<file path="src/rtl/core/twma_pkg.sv">
// Shared types, field widths and codes for the time-window moving average.
`default_nettype none

package twma_pkg;

  localparam int VALUE_W   = 32;
  localparam int TIME_W    = 48;
  localparam int WIN_W     = 32;
  localparam int RES_W     = 38;
  localparam int HELD_W    = 7;
  localparam int CFG_IDX_W = 4;
  localparam int CFG_DAT_W = 32;
  localparam int DEPTH_DEF = 64;

  localparam logic [WIN_W-1:0] WIN_RESET = WIN_W'(1000);
  localparam logic             AVG_RESET = 1'b1;

  // item commands
  localparam logic CMD_ADD    = 1'b0;
  localparam logic CMD_REPORT = 1'b1;

  // register indexes
  localparam logic [CFG_IDX_W-1:0] REG_WINDOW_LENGTH = CFG_IDX_W'(0);
  localparam logic [CFG_IDX_W-1:0] REG_AVERAGE_MODE  = CFG_IDX_W'(1);

  typedef enum logic [2:0] {
    ST_IDLE,
    ST_READ,
    ST_CHECK,
    ST_WRITE,
    ST_DIV_LOAD,
    ST_DIV_RUN,
    ST_FINISH
  } state_t;

  typedef struct packed {
    logic latch_in;
    logic rd_oldest;
    logic pop;
    logic wr_new;
    logic div_load;
    logic out_load;
  } ctrl_cmd_t;

  typedef struct packed {
    logic new_is_report;
    logic expired;
    logic full;
    logic nonempty;
    logic avg_mode;
    logic div_done;
    logic out_free;
  } ctrl_sts_t;

endpackage

`default_nettype wire

</file>
<file path="src/rtl/core/twma_ctrl.sv">
// Controller: sequences eviction, insert, division and result hand-off.
`default_nettype none

module twma_ctrl (
  input  logic                clk,
  input  logic                rst_n,
  input  logic                in_valid,
  output logic                in_stall,
  input  twma_pkg::ctrl_sts_t sts,
  output twma_pkg::ctrl_cmd_t cmd
);

  import twma_pkg::*;

  state_t state_r, state_nxt;

  always_comb begin
    state_nxt = state_r;
    unique case (state_r)
      ST_IDLE: begin
        if (in_valid) begin
          state_nxt = sts.new_is_report ? ST_DIV_LOAD : ST_READ;
        end
      end
      ST_READ:  state_nxt = ST_CHECK;
      ST_CHECK: state_nxt = sts.expired ? ST_READ : ST_WRITE;
      ST_WRITE: state_nxt = ST_DIV_LOAD;
      ST_DIV_LOAD: begin
        state_nxt = (sts.avg_mode && sts.nonempty) ? ST_DIV_RUN : ST_FINISH;
      end
      ST_DIV_RUN: begin
        if (sts.div_done) begin
          state_nxt = ST_FINISH;
        end
      end
      ST_FINISH: begin
        if (sts.out_free) begin
          state_nxt = ST_IDLE;
        end
      end
      default: state_nxt = ST_IDLE;
    endcase
  end

  always_comb begin
    cmd      = '0;
    in_stall = 1'b1;
    unique case (state_r)
      ST_IDLE: begin
        in_stall     = 1'b0;
        cmd.latch_in = in_valid;
      end
      ST_READ:     cmd.rd_oldest = 1'b1;
      // oldest entry goes if expired, or to make room in a full ring
      ST_CHECK:    cmd.pop       = sts.expired || sts.full;
      ST_WRITE:    cmd.wr_new    = 1'b1;
      ST_DIV_LOAD: cmd.div_load  = sts.avg_mode && sts.nonempty;
      ST_DIV_RUN:  ;
      ST_FINISH:   cmd.out_load  = sts.out_free;
      default: ;
    endcase
  end

  always_ff @(posedge clk) begin
    if (!rst_n) begin
      state_r <= ST_IDLE;
    end else begin
      state_r <= state_nxt;
    end
  end

endmodule

`default_nettype wire

</file>
<file path="config.mk">
export PLATFORM = sky130hd
export DESIGN_NAME = twma_ctrl
export DESIGN_NICKNAME = d
export VERILOG_FILES = /design/src/rtl/core/twma_pkg.sv /design/src/rtl/core/twma_ctrl.sv
export SDC_FILE = /design/constraint.sdc
export NUM_CORES = 1
export LEC_CHECK = 0
export BUFFER_PORTS_ARGS = -buffer_cell sky130_fd_sc_hd__buf_4
export CAP_MARGIN = 20
export CORE_AREA = 2 2 39 41
export DETAILED_ROUTE_END_ITERATION = 10
export DIE_AREA = 0 0 41 43
export GPL_ROUTABILITY_DRIVEN = 1
export GPL_TIMING_DRIVEN = 0
export SLEW_MARGIN = 20
export SYNTH_ARGS = -nofsm -noshare
export SYNTH_HDL_FRONTEND = slang
export SYNTH_SLANG_ARGS = --single-unit
</file>
<file path="constraint.sdc">
create_clock -name clk -period 1.2 [get_ports clk]
set_input_delay 0 -clock clk [delete_from_list [all_inputs] [get_ports clk]]
set_output_delay 0 -clock clk [all_outputs]
set_load 0.02 [all_outputs]
</file>
==> impl_metrics.json <==
{
  "status": "finished with violations",
  "failed_checks": "setup timing",
  "synthCells": 34,
  "internal-power_mw": 0.427,
  "cpPeakStageDelay_ns": 0.36,
  "avgSynthCellArea_um2": 8.98,
  "ys_seq_area_share_pct": 19.7,
  "rows": 14,
  "ys_ff_latch": 3,
  "core_um2": 1380,
  "path_clk_slew_ns": 0.04,
  "final_cell_mix": "buf_4, buf_6, clkbuf_4",
  "setup_viol": 1,
  "switching_share_pct": 34.8,
  "cts_tree": "done",
  "finalNetCount": 70,
  "area_growth_pct": 84.8,
  "postPlaceCellArea_um2": 450,
  "fmax_mhz": 821,
  "fin_crit_sh_pct": 102,
  "start_util_pct": 22.1,
  "die_h_um": 43,
  "io_pins": 17,
  "cts_num_sinks": 3,
  "worst_pin_slew_ns": 0.232,
  "yosysTopAreaCell": "dfxtp_1",
  "largest-register": "state_r",
  "synth_top_area_share_pct": 19.7,
  "cap_violations": 0,
  "clk_latency_ns": 0.23,
  "startpoint_type": "flop",
  "synth_cell_type_count": 25,
  "layout_min_cycle_time_ns": 1.22,
  "cts_buffer_depth": 2,
  "crit_slowest_cell": "or3_4",
  "fillers": 149,
  "finalClockSkew_ns": 0.000650,
  "drive_gt1_share_pct": 67.8,
  "grt_pass1_vias": 302,
  "drv_slew": 0,
  "synth_nets": 44,
  "diodes": 0,
  "criticalPathCategory": "flop to output port",
  "die_x_um": 41,
  "yosys_warnings": 0,
  "grt_pass1_wl_um": 1320,
  "rsz0062_at_grt": "yes",
  "crit_path_end_kind": "output port",
  "worstPathMaxFanout": 8,
  "viasPerCell": 4.61,
  "grt_max_degree": 11,
  "finish.utilization_pct": 40.8,
  "numCtsBuffers": 3,
  "io_buffer_count": 16,
  "drc": 0,
  "wl_per_cell_um": 11.7,
  "cp_data_required_time_ns": 1.20,
  "wl_um": 879,
  "synth_area_leaders": "dfxtp_1, buf_6, nor3b_4",
  "hold_class": "input pin to flop",
  "clock-root-buffer": "clkbuf_4",
  "leakage_nw": 0.242,
  "hold_buffers": 0,
  "switchingPower_mw": 0.228,
  "hpwl_um": 551,
  "dr.pass1.iters": 4,
  "syn_area_um2": 305,
  "stdcell_area_um2": 564,
  "ir_worst_vdd_v": 0.000386,
  "p_clk_share_pct": 27.1,
  "hold_violations": 0,
  "power_density_nw_per_um2": 1160,
  "globalRouteOverflowTotal": 0,
  "grt_usage_pct": 10.7,
  "cts_max_level": 1,
  "finalPower_mw": 0.655,
  "first_iter_violations": 2,
  "die_area_um2": 1760,
  "p_comb_share_pct": 52.2,
  "postRouteAntennaNets": 0,
  "path_cells": "buf_6 -> or3_4 -> nor2_4 -> buf_6",
  "cp.arrival_ns": 1.22,
  "finalWorstSetupSlack_ns": -0.0187,
  "via_count": 346,
  "largest_register_ffs": 3,
  "place_congestion": 0.697,
  "cp_common_cell": "buf_6",
  "antenna_found_initial": 0,
  "layout_commonest_cell": "buf_4",
  "maxSlewHeadroom_pct": 84.5,
  "seqPwrFrac_pct": 20.7,
  "largestRegisters": "state_r (3)"
}
[power groups by stage]
stage          logic (mW)  clock network (mW)  registers [mW]
2_1_floorplan       0.188                   0           0.120
3_3_place_gp        0.278                   0           0.120
3_5_place_dp        0.278                   0           0.121
4_1_cts             0.326               0.185           0.119
5_1_grt             0.367               0.193           0.139
6_report            0.342               0.177           0.136
[per-stage QoR]
step | worst slack, ns | hold slack [ns] | std cells | TNS, ns
after global placement | 0.0440 | 0.267 | 66 | 0
after CTS | -0.109 | 0.0228 | 74 | -0.260
after global routing | -0.0587 | 0.0333 | 75 | -0.137
after floorplan | -0.00301 | 0.119 | 34 | -0.00301
final | -0.0187 | 0.0298 | 75 | -0.0187
after detailed placement | 0.0471 | 0.261 | 66 | 0
[cells in the mapped netlist]
cell and number:
o21a_1 1, nor4_1 1, nor2_1 2, nor2b_2 1, o31a_1 2, nor4b_2 1, and3_1 1, o31ai_2 1
a21oi_1 1, nor3b_4 1, nand2b_1 2, nand4b_1 1, or3_4 1, nor3b_1 2, buf_6 2, a221oi_1 1
nand3b_1 1, o21ai_2 1, dfxtp_1 3, nor2b_1 2, and2_1 1, a211oi_1 1, buf_4 1, nand2_1 1
inv_1 2
[worst paths after layout]
| check | from | to | slack [ns] | cells past startpoint |
|---|---|---|---|---|
| max | state_r[1] | cmd[5] | -0.02 | 4 |
| min | rst_n | state_r[2] | 0.03 | 2 |
| max reg2reg | state_r[0] | state_r[0] | 0.04 | 4 |
| min reg2reg | state_r[2] | state_r[1] | 0.62 | 2 |
[area by class of cell]
cell class	instances	area (um2)	area share [%]
Buffer	1	11.3	2.00
Clock buffer	4	26.3	4.66
Inverter	2	7.51	1.33
Multi-Input combinational cell	26	254	45.0
Sequential cell	3	65.1	11.5
Tap cell	16	20.0	3.55
Timing Repair Buffer	23	180	31.9
[routing by layer]
layer | vias up | share of wire [%] | global-route usage (%)
li1 | 174 | - | -
met1 | 157 | 46 | 14.7
met2 | 15 | 46 | 16.3
met3 | 0 | 8.3 | 3.14
met4 | 0 | 0 | 2.00
met5 | - | 0 | 0
[critical path: cells and delay by family, from the launching register on]
kind | cells | cell delay (ns)
buffers and inverters | 2 | 0.25
DFF | 1 | 0.30
and+or+nand+nor | 2 | 0.45
[cell families (layout without fill, tap and decap cells)]
group,count (synthesis),in the layout,synth area share (%)
buffers and inverters,5,30,12.3
AO/OA/AOI/OAI,8,8,22.1
AND/OR/NAND/NOR,18,18,45.9
flip-flops,3,3,19.7
[repair_timing]
item / 4_1_cts / 5_1_grt
hold endpoints to repair: 0 / 0
buffers inserted: 4 / 3
resized for setup: 5 / 9
pin swaps: 3 / 3
gates cloned: 0 / 0
endpoints found under the setup margin: 4 / 8
Note: power is estimated with default switching activity, not from simulation.
